$ cat src/hdl/ufbm_ram.sv
// Generic single-write, single-read RAM with a registered read port.
// No dependencies; width and depth come from parameters.
module ufbm_ram #(
  parameter int unsigned WIDTH = 8,
  parameter int unsigned DEPTH = 16
) (
  input  logic                     clk_i,
  input  logic                     we_i,
  input  logic [$clog2(DEPTH)-1:0] waddr_i,
  input  logic [WIDTH-1:0]         wdata_i,
  input  logic [$clog2(DEPTH)-1:0] raddr_i,
  output logic [WIDTH-1:0]         rdata_o
);

  logic [WIDTH-1:0] mem_q [DEPTH];

  always_ff @(posedge clk_i) begin
    if (we_i) begin
      mem_q[waddr_i] <= wdata_i;
    end
    rdata_o <= mem_q[raddr_i];
  end

endmodule

$ cat config.mk
export PLATFORM = sky130hd
export DESIGN_NAME = ufbm_ram
export DESIGN_NICKNAME = d
export VERILOG_FILES = /design/src/hdl/ufbm_ram.sv
export SDC_FILE = /design/constraint.sdc
export NUM_CORES = 1
export LEC_CHECK = 0
export BUFFER_PORTS_ARGS = -buffer_cell sky130_fd_sc_hd__buf_2
export CAP_MARGIN = 10
export CORE_MARGIN = 5
export CORE_UTILIZATION = 54
export DETAILED_ROUTE_END_ITERATION = 10
export PLACE_DENSITY_LB_ADDON = 0.3
export SYNTH_ARGS = -nofsm -noshare
export SYNTH_HDL_FRONTEND = slang
export SYNTH_SLANG_ARGS = --single-unit
$ cat constraint.sdc
create_clock -name clk_i -period 1.6 [get_ports clk_i]
set_clock_uncertainty 0.2 [all_clocks]
set_input_delay 0.08 -clock clk_i [delete_from_list [all_inputs] [get_ports clk_i]]
set_output_delay 0.08 -clock clk_i [all_outputs]
set_load 0.005 [all_outputs]
After elaboration in Yosys (flattened, before gate mapping)
Memory sizes are Yosys's and may differ from the RTL's. A register that Yosys moved wholly into a read port is not among the register bits.
Index checks and enable logic that the tools add are counted.
{"block": "classes", "n_addsub": 0, "multipliers": 0, "n_div": 0, "magnitude_cmp": 0, "eq_ne": 0, "shifts": 0, "mux": 2, "bitwise": 0, "n_reduce_logical": 0}
{"op": "2-to-1 mux 1 bit", "count": 2}
{"block": "word_totals", "reg_bits": 0, "latchBits": 0, "ram_bits": 128, "mem_bits_ro": 0, "input_bits": 18, "out_inout_bits": 8, "wordCells": 3, "memories": 1}
{"name": "mem_q", "depth": 16, "word_bits": 8, "rd": 1, "rd_clocked_by_memory_dff": 1, "write_ports": 1, "line": "15", "source": "logic [WIDTH-1:0] mem_q [DEPTH];"}

Longest topological paths before layout
{"block": "logic_depth", "depth_word": 2, "depth_mapped": 5, "depth_no_buf": 3}

Least setup slack after synthesis
OpenSTA, ideal clock, no wires.
{"block": "synth_path", "path_kind": "in2reg", "startpoint": "input waddr_i[2]", "endpoint": "memory mem_q[0][0], enable pin", "setup_ps": 383, "arrival_time_ps": 1190, "t_required_ps": 1017, "setup_slack_ps": -173, "stages": 2, "path_buffers": 0, "cell_sequence": "or3b_2 -> nor3_1"}
{"element": "start: declaration", "line": "9", "source": "input logic [$clog2(DEPTH)-1:0] waddr_i,"}
{"element": "end: declaration", "line": "15"}
No word-level cell before the write port.

==> reports/results.tsv <==
metric	value	unit
crit_path_cell_trace	mux4_1 -> a22oi_2 -> nand2_1	
clk_transition_reported_paths	0.06	ns
capturing_point_of_the_worst_reg2reg_path	rdata_o[5]	
static-leakage-power	2.22	nW
nFillCells	579	
post_synth_main_area_contributors	edfxtp_1 (75%), mux4_2 (7.9%), mux4_1 (7.1%)	
via_count	2520	
drt_drc	0	
p_sw	0.00171	W
floorplan.initialDensity	0.554	
io-pin-count	26	
critical_path_arrival	1.75	ns
num_antenna_cells	0	
syn_to_final_growth	24.5	%
main_combinational_cell_family_by_area_after_synthesis	multiplexers	
slew_violations	0	
vdd.ir_drop.worst	0.715	mV
clock_path_buffers	2	
setup_ws	0.0405	ns
fraction_of_synthesized_cell_area_taken_by_the_top_area_cell_type	0.747	
startpoint_type	flop	
die_h	108	um
hold_viol_final	0	
cp_data_required_time	1.79	ns
power_density	1350	nW/um^2
core_box_area	9280	um^2
hold_class	in2reg	
synth_compound_area_frac	0.0233	
min_period_over_period	0.975	
cts_tree	yes	
internal_power	0.00693	W
grt_pass1_vias	2722	
initial_antenna_violation_count	0	
synth_flop_cell	edfxtp_1	
total_routed_wirelength	10100	um
path_class	reg2reg	
status	completed	
relSlewSlack	0.433	
cts_root_buf	clkbuf_8	
vias_per_cell	5.65	
grt_start_max_net_pins	22	
critPathCaptureType	flop	
layout.area.seq	4000	um^2
synth_enable_flop_cells	128	
global_placer_s_final_weighted_congestion	0.762	
drive_above_1_share	0.356	
power.sequential.fraction	0.464	
cts_max_level	4	
place.detailed.instances	400	
synth_area_leader_cell	edfxtp_1	
global_route.overflow_total	0	
post_synth_and_or_nand_nor_area_fraction	0.0318	
whs_path_depth	4	
power.share.clock	0.487	
portBuffers	25	
yosys.area_share.adder	0	
design.die.area	11600	um^2
drtPass1Iterations	4	
synthXorXnorAreaFrac	0	
hold-path-endpoint	mem_q[3][1]	
tritoncts.num_buffers	17	
fin_tns_setup	0	ns
cts_num_sinks	136	
timing.critical_path.slowest_cell_delay	0.56	ns
globalRouteTotalUtil	0.195	
post_cts.repair.setup_buffers	0	
synth_area	5150	um^2
die_span_x	108	um
ys_async_sr_fraction	0	
maximum_fanout_count_along_the_critical_path	1	
cap_violations	0	
synth.top_cells.by_count	edfxtp_1 (128), mux4_2 (18), a22oi_1 (16), mux4_1 (14), nor2_1 (13)	
layoutNonFillerInstCount	446	
power_frac_comb	0.049	
final_antenna_net_count	0	
net_count_synth	247	
seq_area_frac_synth	0.778	
fp-row-count	35	
dp_hpwl	6090	um
post_synth_mux_area_share	0.150	
final.min_clock_period	1.56	ns
postSynthAreaPerCell	22.5	um^2
syn_inst	229	
tightestPinTransition	0.849	ns
setup_slack_on_the_worst_flop_to_flop_path	0.04	ns
preCtsSetupSlack	-0.134	ns
global_route_wire_length_before_repair	15700	um
synthDistinctLibCells	19	
multi_input_logic_area	1090	um^2
drt-initial-drc-count	143	
hold_ws	0.0267	ns
setup-violations-final	0	
number_of_flip_flops_and_latches_in_the_synthesized_netlist	136	
final_nets	322	
clock_latency_reported_for_the_late_side_of_the_worst_skew_pair	0.53	ns
hold_start	waddr_i[2]	
timing.rr.start	mem_q[1][5]	
yosysWarningCount	0	
max_freq	641	MHz
switching_fraction_of_total_power	0.198	
worst_case_reg_to_reg_path_depth	3	
critPathSlowestCell	mux4_1	
yosysMostFrequentCell	edfxtp_1	
wire_per_inst	22.6	um
-- logic make-up after synthesis --
| logic type | after synthesis |
|---|---|
| AO/OA/AOI/OAI | 16 |
| buffers and inverters | 10 |
| flip-flops | 136 |
| multiplexers | 32 |
| AND/OR/NAND/NOR | 35 |
-- flip-flops by register name, summed over array words and instances (netlist names) --
| register | cells |
|---|---|
| rdata_o | 8 |
| mem_q | 128 |
-- what timing repair did --
action                                  in CTS  in global routing
endpoints found under the setup margin       1                  5
hold buffers                                14                  0
hold endpoints to repair                   166                  0
resized for setup                            2                  7
pin swaps                                    1                  2
-- power groups by stage --
stage / sequential (W) / clock (W) / combinational (W)
3_5_place_dp: 0.00408 / 0 / 0.000380
2_1_floorplan: 0.00408 / 0 / 0.000202
6_report: 0.00400 / 0.00421 / 0.000421
5_1_grt: 0.00401 / 0.00445 / 0.000458
3_3_place_gp: 0.00407 / 0 / 0.000369
4_1_cts: 0.00401 / 0.00426 / 0.000418
-- worst max-delay path: cells and delay by family, from the launching register on --
kind | cells | cell delay [ns]
muxes | 1 | 0.56
DFF | 1 | 0.34
AOI/OAI and AO/OA | 1 | 0.23
and+or+nand+nor | 1 | 0.10
-- metrics by stage --
step | util | total power (W) | area, um^2
final | 0.690 | 0.00863 | 6410
after global routing | 0.690 | 0.00892 | 6410
after CTS | 0.688 | 0.00869 | 6390
after detailed placement | 0.602 | 0.00446 | 5590
after global placement | 0.602 | 0.00444 | 5590
after floorplan | - | 0.00428 | 5150
-- metal layers --
layer	global-route usage	share of wire	vias to the layer above
met5	0	0	-
met4	0.0821	0.024	0
met3	0.0468	0.048	22
met2	0.324	0.52	79
met1	0.248	0.41	1296
li1	-	-	1123
-- cells in the final DEF (no fill, tap or decap) --
| cell type | n |
|---|---|
| nor2_1 | 12 |
| buf_2 | 25 |
| clkbuf_8 | 2 |
| nor3_2 | 1 |
| a22oi_2 | 6 |
| buf_4 | 24 |
| mux4_1 | 12 |
| mux4_2 | 20 |
| clkinv_2 | 2 |
| clkinv_4 | 3 |
| nor3_1 | 3 |
| dlygate4sd3_1 | 14 |
| nand2_1 | 9 |
| inv_6 | 3 |
| edfxtp_1 | 128 |
| or3b_2 | 1 |
| clkbuf_16 | 16 |
| nor2_2 | 1 |
| buf_12 | 3 |
| and2_1 | 1 |
| and2b_1 | 1 |
| a22oi_1 | 10 |
| bufinv_16 | 5 |
| nand3b_1 | 2 |
| clkinvlp_4 | 1 |
| nand2b_1 | 2 |
| nand3_1 | 1 |
| nor2b_1 | 1 |
| dfxtp_1 | 8 |
-- cell type report --
class	count	share of cell area
clock buffers	18	0.0668
multi-input cells	83	0.170
well taps	129	0.0252
clock inverters	14	0.0344
repair buffers	66	0.0789
flip-flops and latches	136	0.625
-- how the worst max path moves through the flow --
stage	start	end	cells after the start
CTS	mem_q[1][0]	rdata_o[0]	3
finish	mem_q[1][5]	rdata_o[5]	3
global route	mem_q[2][5]	rdata_o[5]	3
detailed placement	raddr_i[0]	rdata_o[2]	5
floorplan	waddr_i[2]	mem_q[3][0]	2
global placement	raddr_i[0]	rdata_o[3]	5
No activity file was read; power rests on OpenSTA's default activity.
